$ cat src/rtl/core/sprite_motion_and_frame_animator_unit_assert.svh
// assertion macros shared by the sprite animator rtl
// expects clk and rst_n in the scope where a macro is used
`ifndef SPRITE_MOTION_AND_FRAME_ANIMATOR_UNIT_ASSERT_SVH
`define SPRITE_MOTION_AND_FRAME_ANIMATOR_UNIT_ASSERT_SVH

// same-cycle implication
`define SMFA_ASSERT_IMP(label, ante, cons) \
    label: assert property (@(posedge clk) disable iff (!rst_n) (ante) |-> (cons)) \
        else $error("smfa assertion failed");

// next-cycle implication
`define SMFA_ASSERT_NXT(label, ante, cons) \
    label: assert property (@(posedge clk) disable iff (!rst_n) (ante) |=> (cons)) \
        else $error("smfa assertion failed");

`endif

$ cat src/rtl/core/smfa_pkg.sv
// shared types and constants for the sprite motion and frame animator
// no dependencies
`timescale 1ns / 1ps

package smfa_pkg;

    localparam int SLOTS_DEFAULT      = 4;
    localparam int COORD_W            = 16;
    localparam int CNT_W              = 16;
    localparam int FRAME_W            = 2;
    localparam int COUNT_SHIFT        = 8;
    localparam int MAX_FRAMES         = 2;
    localparam int DIV_BITS_PER_CYCLE = 2;

    typedef enum logic [1:0] {
        KIND_TICK   = 2'd0,
        KIND_PLACE  = 2'd1,
        KIND_MOVE   = 2'd2,
        KIND_TIMING = 2'd3
    } kind_t;

    // one slot record as held in the slot memory
    typedef struct packed {
        logic [COORD_W-1:0] cur_x;
        logic [COORD_W-1:0] cur_y;
        logic [COORD_W-1:0] start_x;
        logic [COORD_W-1:0] start_y;
        logic [COORD_W-1:0] goal_x;
        logic [COORD_W-1:0] goal_y;
        logic [CNT_W-1:0]   elapsed;
        logic [CNT_W-1:0]   move_len;
        logic [CNT_W-1:0]   frame_timer;
        logic [CNT_W-1:0]   row_counts;
        logic               in_motion;
        logic               active;
        logic               base_row;
        logic [FRAME_W-1:0] shown_frame;
    } slot_rec_t;

    localparam slot_rec_t REC_RESET = '{move_len: CNT_W'(1), default: '0};

    typedef struct packed {
        logic               go;
        logic [COORD_W-1:0] start_val;
        logic [COORD_W-1:0] goal_val;
        logic [CNT_W-1:0]   elapsed;
        logic [CNT_W-1:0]   length;
    } lerp_req_t;

    typedef struct packed {
        logic               busy;
        logic               done;
        logic [COORD_W-1:0] value;
    } lerp_rsp_t;

endpackage

$ cat src/rtl/core/smfa_lerp.sv
// one-axis interpolator: start + (goal - start) * elapsed / length, truncated
// uses smfa_pkg; multiply, then radix-2 restoring divide, DIV_BITS_PER_CYCLE bits per cycle
`timescale 1ns / 1ps

module smfa_lerp (
    input  logic                clk,
    input  logic                rst_n,
    input  smfa_pkg::lerp_req_t req,
    output smfa_pkg::lerp_rsp_t rsp
);

    localparam int CW     = smfa_pkg::COORD_W;
    localparam int BPC    = smfa_pkg::DIV_BITS_PER_CYCLE;
    localparam int STEPS  = CW / BPC;
    localparam int STEP_W = (STEPS > 1) ? $clog2(STEPS) : 1;

    typedef enum logic [1:0] {
        L_IDLE,
        L_MUL,
        L_DIV,
        L_FIN
    } lerp_state_t;

    lerp_state_t       state_reg;
    logic              done_reg;
    logic              neg_reg;
    logic [CW-1:0]     mag_reg;
    logic [CW-1:0]     el_reg;
    logic [CW-1:0]     len_reg;
    logic [CW-1:0]     base_reg;
    logic [CW-1:0]     rem_reg;
    logic [CW-1:0]     quo_reg;
    logic [CW-1:0]     value_reg;
    logic [STEP_W-1:0] step_reg;

    logic [CW:0]       diff;
    logic [CW:0]       diff_mag;
    logic [2*CW-1:0]   product;
    logic [CW:0]       trial;
    logic [CW-1:0]     rem_step;
    logic [CW-1:0]     quo_step;
    logic [CW-1:0]     q_signed;

    always_comb
    begin
        diff     = {req.goal_val[CW-1], req.goal_val} - {req.start_val[CW-1], req.start_val};
        diff_mag = diff[CW] ? -diff : diff;
        product  = mag_reg * el_reg;
        rem_step = rem_reg;
        quo_step = quo_reg;
        trial    = '0;
        // remainder stays below length, so the shifted trial fits cw+1 bits
        for (int k = 0; k < BPC; k++)
        begin
            trial = {rem_step, quo_step[CW-1]};
            if (trial >= {1'b0, len_reg})
            begin
                trial    = trial - {1'b0, len_reg};
                quo_step = {quo_step[CW-2:0], 1'b1};
            end
            else
            begin
                quo_step = {quo_step[CW-2:0], 1'b0};
            end
            rem_step = trial[CW-1:0];
        end
        q_signed = neg_reg ? -quo_reg : quo_reg;
    end

    always_ff @(posedge clk or negedge rst_n)
    begin
        if (!rst_n)
        begin
            state_reg <= L_IDLE;
            done_reg  <= 1'b0;
        end
        else
        begin
            done_reg <= 1'b0;
            unique case (state_reg)
                L_IDLE:
                begin
                    if (req.go)
                    begin
                        neg_reg   <= diff[CW];
                        mag_reg   <= diff_mag[CW-1:0];
                        el_reg    <= req.elapsed;
                        len_reg   <= req.length;
                        base_reg  <= req.start_val;
                        state_reg <= L_MUL;
                    end
                end
                L_MUL:
                begin
                    // elapsed < length keeps the high half below the divisor
                    rem_reg   <= product[2*CW-1:CW];
                    quo_reg   <= product[CW-1:0];
                    step_reg  <= '0;
                    state_reg <= L_DIV;
                end
                L_DIV:
                begin
                    rem_reg  <= rem_step;
                    quo_reg  <= quo_step;
                    step_reg <= step_reg + 1'b1;
                    if (step_reg == STEP_W'(STEPS - 1))
                    begin
                        state_reg <= L_FIN;
                    end
                end
                L_FIN:
                begin
                    value_reg <= base_reg + q_signed;
                    done_reg  <= 1'b1;
                    state_reg <= L_IDLE;
                end
                default:
                begin
                    state_reg <= L_IDLE;
                end
            endcase
        end
    end

    assign rsp.busy  = (state_reg != L_IDLE);
    assign rsp.done  = done_reg;
    assign rsp.value = value_reg;

endmodule

$ cat src/rtl/core/sprite_motion_and_frame_animator_unit.sv
// place, move and timing transactions give one result, after the read, evaluate and write-back states
// tick: one result per slot; an idle slot passes through read, evaluate and write-back, an active
// one adds the frame state, and a moving one also waits on the multiply and divide in the interpolators
// one transaction at a time: start is taken only while busy is low; results cannot be stalled
// reset: asynchronous, active low; slot records and delays read as their reset values until
// written (valid bits per entry), so no clearing pass is needed
`timescale 1ns / 1ps
`include "sprite_motion_and_frame_animator_unit_assert.svh"

module sprite_motion_and_frame_animator_unit #(
    parameter int SLOTS = smfa_pkg::SLOTS_DEFAULT
) (
    input  logic               clk,
    input  logic               rst_n,
    // command side
    input  logic               start,
    output logic               busy,
    input  logic [1:0]         kind,
    input  logic [1:0]         slot,
    input  logic signed [15:0] pos_x,
    input  logic signed [15:0] pos_y,
    input  logic [15:0]        amount,
    input  logic [15:0]        frame_counts,
    input  logic [1:0]         delay_index,
    input  logic               visible,
    input  logic               start_row,
    input  logic [2:0]         talker_slot,
    input  logic               talker_active,
    input  logic               cache_writable,
    // result side
    output logic               result_strobe,
    output logic [1:0]         out_slot,
    output logic signed [15:0] out_x,
    output logic signed [15:0] out_y,
    output logic [1:0]         out_frame,
    output logic               reload_frame,
    output logic               slot_active,
    output logic               any_moving,
    output logic               last
);

    localparam int CW        = smfa_pkg::COORD_W;
    localparam int NW        = smfa_pkg::CNT_W;
    localparam int FW        = smfa_pkg::FRAME_W;
    localparam int SH        = smfa_pkg::COUNT_SHIFT;
    localparam int SLOT_W    = (SLOTS > 1) ? $clog2(SLOTS) : 1;
    localparam int DLY_AW    = SLOT_W + FW;
    localparam int DLY_DEPTH = SLOTS * (2 ** FW);
    // wide enough to compare any slot number against SLOTS
    localparam int CMP_W     = 5;

    // sequencer: read slot record, evaluate, read frame delay, wait on divide, write back
    typedef enum logic [2:0] {
        S_IDLE,
        S_READ,
        S_EVAL,
        S_FRAME,
        S_WAIT,
        S_WRITE
    } seq_state_t;

    seq_state_t             state_reg;
    logic [SLOT_W-1:0]      slot_idx_reg;
    logic [SLOTS-1:0]       moving_vec_reg;
    logic [SLOTS-1:0]       moving_next;
    logic                   need_lerp_reg;
    logic                   strobe_reg;

    // slot record memory and frame delay memory, registered reads
    smfa_pkg::slot_rec_t    rec_mem [SLOTS];
    smfa_pkg::slot_rec_t    rec_rd_reg;
    logic [SLOTS-1:0]       rec_valid_reg;
    logic                   rec_rd_valid_reg;
    logic [NW-1:0]          dly_mem [DLY_DEPTH];
    logic [NW-1:0]          dly_rd_reg;
    logic [DLY_DEPTH-1:0]   dly_valid_reg;
    logic                   dly_rd_valid_reg;
    logic [DLY_AW-1:0]      dly_raddr;
    logic [DLY_AW-1:0]      dly_waddr;
    logic                   rec_we;
    logic                   dly_we;

    // captured transaction
    smfa_pkg::kind_t        kind_reg;
    logic [CW-1:0]          pos_x_reg;
    logic [CW-1:0]          pos_y_reg;
    logic [NW-1:0]          amount_reg;
    logic [NW-1:0]          counts_reg;
    logic [FW-1:0]          dly_idx_reg;
    logic                   visible_reg;
    logic                   start_row_reg;
    logic [2:0]             talker_slot_reg;
    logic                   talker_active_reg;
    logic                   writable_reg;

    // working copy of the record being updated
    smfa_pkg::slot_rec_t    work_reg;
    logic [FW-1:0]          frame_reg;
    logic                   cnt_two_reg;
    logic                   reload_reg;

    // result registers
    logic [1:0]             out_slot_reg;
    logic signed [CW-1:0]   out_x_reg;
    logic signed [CW-1:0]   out_y_reg;
    logic [FW-1:0]          out_frame_reg;
    logic                   out_reload_reg;
    logic                   out_active_reg;
    logic                   any_moving_reg;
    logic                   last_reg;

    // combinational helpers
    smfa_pkg::slot_rec_t    rec_eff;
    smfa_pkg::slot_rec_t    eval_rec;
    smfa_pkg::slot_rec_t    frame_rec;
    logic [NW-1:0]          elapsed_inc;
    logic [NW-1:0]          timer_inc;
    logic [NW-1:0]          dly_eff;
    logic [SH-1:0]          row_cnt;
    logic                   eval_row;
    logic [FW-1:0]          eval_frame;
    logic [FW-1:0]          frame_new;
    logic                   eval_cnt_two;
    logic                   eval_reload;
    logic                   frame_reload;
    logic                   talker_hit;
    logic                   lerp_go;
    logic                   is_last;
    logic                   slot_ok;
    logic [SLOT_W+1:0]      slot_wide;
    logic [SLOT_W+1:0]      idx_wide;

    smfa_pkg::lerp_req_t    lx_req;
    smfa_pkg::lerp_req_t    ly_req;
    smfa_pkg::lerp_rsp_t    lx_rsp;
    smfa_pkg::lerp_rsp_t    ly_rsp;

    // addressing
    assign slot_wide = {{SLOT_W{1'b0}}, slot};
    assign idx_wide  = {2'b00, slot_idx_reg};
    assign slot_ok   = ({{(CMP_W-2){1'b0}}, slot} < CMP_W'(SLOTS));
    assign is_last   = (kind_reg != smfa_pkg::KIND_TICK) ||
                       (slot_idx_reg == SLOT_W'(SLOTS - 1));
    assign talker_hit = talker_active_reg &&
                        ({{(CMP_W-3){1'b0}}, talker_slot_reg} == CMP_W'(slot_idx_reg));
    assign dly_raddr = {slot_idx_reg, eval_frame};
    assign dly_waddr = {slot_idx_reg, dly_idx_reg};
    assign rec_we    = (state_reg == S_WRITE);
    assign dly_we    = (state_reg == S_WRITE) && (kind_reg == smfa_pkg::KIND_TIMING);

    // evaluate the record read for this slot
    always_comb
    begin
        rec_eff      = rec_rd_valid_reg ? rec_rd_reg : smfa_pkg::REC_RESET;
        eval_rec     = rec_eff;
        eval_reload  = 1'b0;
        eval_row     = rec_eff.base_row;
        eval_frame   = rec_eff.shown_frame;
        eval_cnt_two = 1'b0;
        elapsed_inc  = rec_eff.elapsed + 1'b1;
        lerp_go      = 1'b0;
        row_cnt      = '0;
        unique case (kind_reg)
            smfa_pkg::KIND_TICK:
            begin
                if (rec_eff.active)
                begin
                    if (rec_eff.in_motion)
                    begin
                        eval_rec.elapsed = elapsed_inc;
                        if (elapsed_inc >= rec_eff.move_len)
                        begin
                            // move done: snap to the goal
                            eval_rec.cur_x     = rec_eff.goal_x;
                            eval_rec.cur_y     = rec_eff.goal_y;
                            eval_rec.in_motion = 1'b0;
                        end
                        else
                        begin
                            lerp_go = (state_reg == S_EVAL);
                        end
                    end
                    // talking row overrides the base row for the speaking slot
                    eval_row = talker_hit | rec_eff.base_row;
                    row_cnt  = eval_row ? rec_eff.row_counts[SH-1:0]
                                        : rec_eff.row_counts[NW-1:SH];
                    // counts clamp to 1..2, so only "two frames" matters
                    eval_cnt_two = (row_cnt >= SH'(smfa_pkg::MAX_FRAMES));
                    if (rec_eff.shown_frame[FW-1] != eval_row)
                    begin
                        eval_frame           = {eval_row, 1'b0};
                        eval_rec.frame_timer = '0;
                    end
                end
            end
            smfa_pkg::KIND_PLACE:
            begin
                eval_rec.cur_x     = pos_x_reg;
                eval_rec.cur_y     = pos_y_reg;
                eval_rec.base_row  = start_row_reg;
                eval_rec.in_motion = 1'b0;
                eval_rec.active    = visible_reg;
                if (visible_reg)
                begin
                    // frame is loaded at once on a visible place
                    eval_rec.shown_frame = {start_row_reg, 1'b0};
                    eval_rec.frame_timer = '0;
                    eval_reload          = 1'b1;
                end
            end
            smfa_pkg::KIND_MOVE:
            begin
                eval_rec.start_x   = rec_eff.cur_x;
                eval_rec.start_y   = rec_eff.cur_y;
                eval_rec.goal_x    = pos_x_reg;
                eval_rec.goal_y    = pos_y_reg;
                eval_rec.move_len  = (amount_reg == '0) ? NW'(1) : amount_reg;
                eval_rec.elapsed   = '0;
                eval_rec.in_motion = 1'b1;
            end
            smfa_pkg::KIND_TIMING:
            begin
                eval_rec.row_counts = counts_reg;
            end
        endcase
    end

    // frame timer against the delay of the current frame
    always_comb
    begin
        dly_eff      = dly_rd_valid_reg ? dly_rd_reg : '0;
        timer_inc    = work_reg.frame_timer + 1'b1;
        frame_rec    = work_reg;
        frame_new    = frame_reg;
        frame_reload = 1'b0;
        if (timer_inc >= dly_eff)
        begin
            frame_rec.frame_timer = '0;
            // phase toggles for a two-frame row, stays at zero for one frame
            frame_new = {frame_reg[FW-1], cnt_two_reg & ~frame_reg[0]};
        end
        else
        begin
            frame_rec.frame_timer = timer_inc;
        end
        if ((frame_new != work_reg.shown_frame) && writable_reg)
        begin
            frame_rec.shown_frame = frame_new;
            frame_reload          = 1'b1;
        end
    end

    always_comb
    begin
        moving_next               = moving_vec_reg;
        moving_next[slot_idx_reg] = work_reg.active & work_reg.in_motion;
    end

    // interpolators for x and y run in lockstep
    assign lx_req.go        = lerp_go;
    assign lx_req.start_val = rec_eff.start_x;
    assign lx_req.goal_val  = rec_eff.goal_x;
    assign lx_req.elapsed   = elapsed_inc;
    assign lx_req.length    = rec_eff.move_len;
    assign ly_req.go        = lerp_go;
    assign ly_req.start_val = rec_eff.start_y;
    assign ly_req.goal_val  = rec_eff.goal_y;
    assign ly_req.elapsed   = elapsed_inc;
    assign ly_req.length    = rec_eff.move_len;

    smfa_lerp u_lerp_x (
        .clk   (clk),
        .rst_n (rst_n),
        .req   (lx_req),
        .rsp   (lx_rsp)
    );

    smfa_lerp u_lerp_y (
        .clk   (clk),
        .rst_n (rst_n),
        .req   (ly_req),
        .rsp   (ly_rsp)
    );

    // memories: the sequencer never reads a slot in the cycle it is written
    always_ff @(posedge clk)
    begin
        if (rec_we)
        begin
            rec_mem[slot_idx_reg] <= work_reg;
        end
        rec_rd_reg <= rec_mem[slot_idx_reg];
        if (dly_we)
        begin
            dly_mem[dly_waddr] <= amount_reg;
        end
        dly_rd_reg <= dly_mem[dly_raddr];
    end

    // sequencer, valid bits and result strobe
    always_ff @(posedge clk or negedge rst_n)
    begin
        if (!rst_n)
        begin
            state_reg        <= S_IDLE;
            slot_idx_reg     <= '0;
            moving_vec_reg   <= '0;
            need_lerp_reg    <= 1'b0;
            strobe_reg       <= 1'b0;
            rec_valid_reg    <= '0;
            dly_valid_reg    <= '0;
            rec_rd_valid_reg <= 1'b0;
            dly_rd_valid_reg <= 1'b0;
        end
        else
        begin
            strobe_reg       <= 1'b0;
            rec_rd_valid_reg <= rec_valid_reg[slot_idx_reg];
            dly_rd_valid_reg <= dly_valid_reg[dly_raddr];
            unique case (state_reg)
                S_IDLE:
                begin
                    if (start)
                    begin
                        if (kind == smfa_pkg::KIND_TICK)
                        begin
                            slot_idx_reg <= '0;
                            state_reg    <= S_READ;
                        end
                        else if (slot_ok)
                        begin
                            slot_idx_reg <= slot_wide[SLOT_W-1:0];
                            state_reg    <= S_READ;
                        end
                    end
                end
                S_READ:
                begin
                    state_reg <= S_EVAL;
                end
                S_EVAL:
                begin
                    need_lerp_reg <= lerp_go;
                    if ((kind_reg == smfa_pkg::KIND_TICK) && rec_eff.active)
                    begin
                        state_reg <= S_FRAME;
                    end
                    else
                    begin
                        state_reg <= S_WRITE;
                    end
                end
                S_FRAME:
                begin
                    state_reg <= need_lerp_reg ? S_WAIT : S_WRITE;
                end
                S_WAIT:
                begin
                    if (lx_rsp.done)
                    begin
                        state_reg <= S_WRITE;
                    end
                end
                S_WRITE:
                begin
                    strobe_reg                  <= 1'b1;
                    moving_vec_reg              <= moving_next;
                    rec_valid_reg[slot_idx_reg] <= 1'b1;
                    if (dly_we)
                    begin
                        dly_valid_reg[dly_waddr] <= 1'b1;
                    end
                    if (is_last)
                    begin
                        state_reg <= S_IDLE;
                    end
                    else
                    begin
                        slot_idx_reg <= slot_idx_reg + 1'b1;
                        state_reg    <= S_READ;
                    end
                end
                default:
                begin
                    state_reg <= S_IDLE;
                end
            endcase
        end
    end

    // datapath registers
    always_ff @(posedge clk)
    begin
        case (state_reg)
            S_IDLE:
            begin
                if (start)
                begin
                    kind_reg          <= smfa_pkg::kind_t'(kind);
                    pos_x_reg         <= pos_x;
                    pos_y_reg         <= pos_y;
                    amount_reg        <= amount;
                    counts_reg        <= frame_counts;
                    dly_idx_reg       <= delay_index;
                    visible_reg       <= visible;
                    start_row_reg     <= start_row;
                    talker_slot_reg   <= talker_slot;
                    talker_active_reg <= talker_active;
                    writable_reg      <= cache_writable;
                end
            end
            S_EVAL:
            begin
                work_reg    <= eval_rec;
                frame_reg   <= eval_frame;
                cnt_two_reg <= eval_cnt_two;
                reload_reg  <= eval_reload;
            end
            S_FRAME:
            begin
                work_reg   <= frame_rec;
                reload_reg <= frame_reload;
            end
            S_WAIT:
            begin
                if (lx_rsp.done)
                begin
                    work_reg.cur_x <= lx_rsp.value;
                    work_reg.cur_y <= ly_rsp.value;
                end
            end
            S_WRITE:
            begin
                out_slot_reg   <= idx_wide[1:0];
                out_x_reg      <= work_reg.cur_x;
                out_y_reg      <= work_reg.cur_y;
                out_frame_reg  <= work_reg.shown_frame;
                out_reload_reg <= reload_reg;
                out_active_reg <= work_reg.active;
                any_moving_reg <= is_last & (|moving_next);
                last_reg       <= is_last;
            end
            default:
            begin
            end
        endcase
    end

    assign busy          = (state_reg != S_IDLE);
    assign result_strobe = strobe_reg;
    assign out_slot      = out_slot_reg;
    assign out_x         = out_x_reg;
    assign out_y         = out_y_reg;
    assign out_frame     = out_frame_reg;
    assign reload_frame  = out_reload_reg;
    assign slot_active   = out_active_reg;
    assign any_moving    = any_moving_reg;
    assign last          = last_reg;

    // both axes share one schedule
    `SMFA_ASSERT_IMP(a_lerp_lockstep, lx_rsp.done || ly_rsp.done, lx_rsp.done && ly_rsp.done)
    // a divide is only launched into an idle unit
    `SMFA_ASSERT_IMP(a_lerp_free, lerp_go, !lx_rsp.busy && !ly_rsp.busy)
    // every result comes from a write-back
    `SMFA_ASSERT_NXT(a_strobe_follows_write, state_reg == S_WRITE, strobe_reg)
    // motion summary only on the final result of a transaction
    `SMFA_ASSERT_IMP(a_moving_on_last, strobe_reg && !last_reg, !any_moving_reg)

endmodule

$ cat config.mk
export PLATFORM = sky130hd
export DESIGN_NAME = sprite_motion_and_frame_animator_unit
export DESIGN_NICKNAME = d
export VERILOG_FILES = /design/src/rtl/core/smfa_pkg.sv /design/src/rtl/core/smfa_lerp.sv /design/src/rtl/core/sprite_motion_and_frame_animator_unit.sv
export VERILOG_INCLUDE_DIRS = /design/src /design/src/rtl/core
export SDC_FILE = /design/constraint.sdc
export NUM_CORES = 2
export LEC_CHECK = 0
export BUFFER_PORTS_ARGS = -buffer_cell sky130_fd_sc_hd__buf_2
export CAP_MARGIN = 20
export CORE_MARGIN = 5
export CORE_UTILIZATION = 42
export CTS_BUF_LIST = sky130_fd_sc_hd__clkbuf_4 sky130_fd_sc_hd__clkbuf_8
export CTS_CLUSTER_SIZE = 20
export DETAILED_ROUTE_END_ITERATION = 7
export PLACE_DENSITY_LB_ADDON = 0.1
export SLEW_MARGIN = 0
export SYNTH_ARGS = -nofsm -noshare
export SYNTH_HDL_FRONTEND = slang
export SYNTH_SLANG_ARGS = --single-unit
$ cat constraint.sdc
create_clock -name clk -period 8.66 [get_ports clk]
set_input_delay 0 -clock clk [delete_from_list [all_inputs] [get_ports clk]]
set_output_delay 0 -clock clk [all_outputs]
set_load 0.01 [all_outputs]
==> summary.txt <==
Outcome
  • Outcome: completed

Pwr
  • LEAKAGE: 0.0368 µW
  • Cell area power density: 331 nW/µm²
  • Max VDD drop: 0.198 mV

Global routing
  • Number of antenna violations at the first check in global routing: 5
  • Global-route wire length before repair: 335000 µm
  • GRT Util Overall: 0.209
  • GRT overflow: 0
  • Largest net degree at the start of global routing: 133
  • Vias in the first global route: 53498

Synth
  • Synth warn: 0
  • Most instantiated cells after synthesis: edfxtp_1, nand2_1, inv_1, fa_1, ha_1
  • Syn Area/Cell: 13.2 µm²
  • Count leader, synth: edfxtp_1
  • Syn Nets: 7265
  • Synth Flop Type: edfxtp_1
  • Synth top area share: 0.505
  • Cell variety after synth: 93
  • Top post-synthesis cells by area: edfxtp_1, fa_1, ha_1
  • Ys async rst share: 0.0232
  • Number of synthesized flops with an enable pin: 1420
  • Register area share after synthesis: 0.559
  • Synthesized netlist cell count: 6401
  • Synth Cell Area: 84500 µm²
  • Flops & latches, synth: 1637
  • Cell taking the most area after synthesis: edfxtp_1

Layout
  • Area growth, synth to finish: 13.1%
  • Fill count: 17906
  • Layout Nets: 7662
  • Share of cells above drive strength 1: 0.136
  • Max reg flops: 652

Clock network
  • # clock sinks: 1637
  • Clk pin slew, worst setup/hold paths: 60 ps
  • Cts hold-fix bufs: 155
  • Clock root buffer: clkbuf_8
  • CTS tree: built
  • TritonCTS buffer count: 292
  • Post-CTS sizing: 0
  • Setup Buffers After CTS: 0
  • Max Root-Sink Buffers: 4
  • Worst-Skew Late Latency: 1020 ps
  • Htree depth: 5

STA
  • Max_slew headroom: 0.258
  • Final worst setup slack: 1460 ps
  • Final setup viols: 0
  • Period minus WS final: 7200 ps
  • Setup TNS: 0 ps
  • Pins Over Slew Limit: 0
  • Final hold vios: 0
  • Setup Skew: 103 ps
  • Achievable frequency: 139 MHz
  • RSZ-0062 raised after global routing: false
  • Part of the cycle the worst path needs: 0.832
  • Worst slew pin tran: 1110 ps

Floorplanning
  • Width of the die: 458 µm
  • Core Region: 200000 µm²
  • Starting Density: 0.423
  • Ports: 122
  • Die Span Y: 458 µm
  • Rows: 164
  • Die ar.: 210000 µm²

Critical path
  • Reg2reg start: u_lerp_y.el_reg[3]$_DFFE_PP_
  • Crit Reg-Reg Endpoint: u_lerp_y.rem_reg[15]$_DFFE_PP_
  • Crit path required time: 9460 ps
  • Setup slack, reg-to-reg: 1460 ps
  • CP Capture Type: register
  • Arrival @ worst endpoint: 8000 ps
  • Critical path class: reg2reg
  • R2r worst-path depth: 21
  • Startpoint Class: register
  • Critical Path Fanout Max: 16

Placement
  • Port bufs: 119
  • Pre-CTS worst setup slack: 1440 ps
  • DP HPWL: 145000 µm
  • Gpl congestion: 0.836

Drt
  • Residual DRC count: 0
  • Vias: 51845
  • Post-route ant nets: 0
  • Initial DRC count: 3907
  • WL per Instance: 22.8 µm
  • Pre-antenna DRT Iters: 5
  • Vias/cell: 5.36
  • DRT Wirelength: 221000 µm

Hold path
  • Hold depth: 4
  • Hold crit path type: in2reg
  • Min-delay src: start
  • Hold Crit Endpoint: amount_reg[15]$_DFFE_PP_

Flow run
  • Number of max-cap violations: 0
area by class of cell:
| cell class | instances | area (µm²) | area share |
|---|---|---|---|
| multi-input cells | 3946 | 34200 | 0.358 |
| well taps | 2656 | 3320 | 0.0348 |
| clock buffers | 426 | 5240 | 0.0549 |
| clock inverters | 82 | 504 | 0.00528 |
| inverters | 565 | 2150 | 0.0225 |
| diodes | 5 | 12.5 | 0.000131 |
| flip-flops and latches | 1637 | 47200 | 0.494 |
| repair buffers | 356 | 2900 | 0.0303 |
kinds of logic (layout without fill, tap and decap cells):
kind of cell             Yosys count  count (layout)  synth area share
adder cells (fa/ha/maj)          784             784             0.151
other                              0               5                 0
AO/OA/AOI/OAI                    936             936            0.0707
XOR/XNOR                         237             237            0.0246
flip-flops                      1637            1637             0.559
multiplexers                     314             314            0.0649
AND/OR/NAND/NOR                 1675            1675            0.0926
buffers and inverters            818            1429            0.0374
worst max-delay path by stage:
stage                                        start                        endpoint  slack [ps]  cells after the start
finish                u_lerp_y.el_reg[3]$_DFFE_PP_  u_lerp_y.rem_reg[15]$_DFFE_PP_        1460                     21
global route        u_lerp_x.mag_reg[11]$_DFFE_PP_  u_lerp_x.rem_reg[15]$_DFFE_PP_         950                     21
CTS                  u_lerp_y.el_reg[10]$_DFFE_PP_  u_lerp_y.rem_reg[15]$_DFFE_PP_        1420                     21
detailed placement    u_lerp_y.el_reg[4]$_DFFE_PP_  u_lerp_y.rem_reg[15]$_DFFE_PP_        1440                     22
global placement      u_lerp_y.el_reg[4]$_DFFE_PP_  u_lerp_y.rem_reg[15]$_DFFE_PP_        1470                     22
floorplan             u_lerp_y.el_reg[1]$_DFFE_PP_  u_lerp_y.rem_reg[15]$_DFFE_PP_        2320                     22
cells in the final DEF, fill, tap and decap left out, types with 27 or more instances in the layout:
master	synthesis	final
o21ai_0	144	144
a21oi_1	348	348
buf_4	8	70
mux2i_1	100	100
inv_1	561	557
xnor2_1	153	153
nand2_1	808	806
dfrtp_1	38	35
clkbuf_8	0	328
and2_1	316	313
and3_1	34	31
fa_1	396	396
a211oi_1	79	78
edfxtp_1	1420	1420
o21a_1	27	27
a21o_1	65	65
nand2b_1	34	34
nor2_1	221	218
dlygate4sd3_1	0	155
nor3_1	41	41
clkinv_1	1	44
xor2_1	84	84
buf_2	20	119
mux4_2	181	181
or2_2	27	27
ha_1	388	386
nand3_1	86	86
clkbuf_4	0	99
dfxtp_1	179	179
a31oi_1	63	63
metrics by stage:
step	hold slack [ps]	util	instance area, µm²	cells	total power [µW]
CTS	21.1	0.478	95500	9665	31900
finish	116	0.478	95500	9673	31600
floorplan	-296	-	84500	6401	20400
detailed placement	-64.3	0.441	88200	9002	24500
global placement	-65.2	0.441	88200	9002	24400
global route	77.8	0.478	95500	9672	33600
where the power goes:
group          total [µW]  switching (µW)  leakage [µW]  internal, µW
sequential          11900            1060        0.0149         10900
clock                7150            3130       0.00306          4020
combinational       12600            7730        0.0188          4820
total               31600           11900        0.0368         19700
critical path: stages (launching register included):
cell and delay [ps]:
edfxtp_1 910, nand2_1 150, fa_1 500, fa_1 550, inv_1 60, fa_1 480
fa_1 510, fa_1 520, inv_1 50, fa_1 480, inv_1 40, ha_1 340
and3_1 240, and3_1 210, a2111oi_2 490, nor3_1 140, o31ai_2 350, o21ai_1 150
a31oi_1 280, o21ai_1 170, and3_1 190, nor4_1 240
layer usage:
metal / GRT usage / vias to the layer above / routed length [µm]
met5: 0 / - / 0
met4: 0.0498 / 0 / 4390
met3: 0.0327 / 279 / 10600
met2: 0.332 / 1308 / 102000
met1: 0.305 / 26586 / 104000
li1: - / 23672 / -
(Power assumes the default switching activity.)
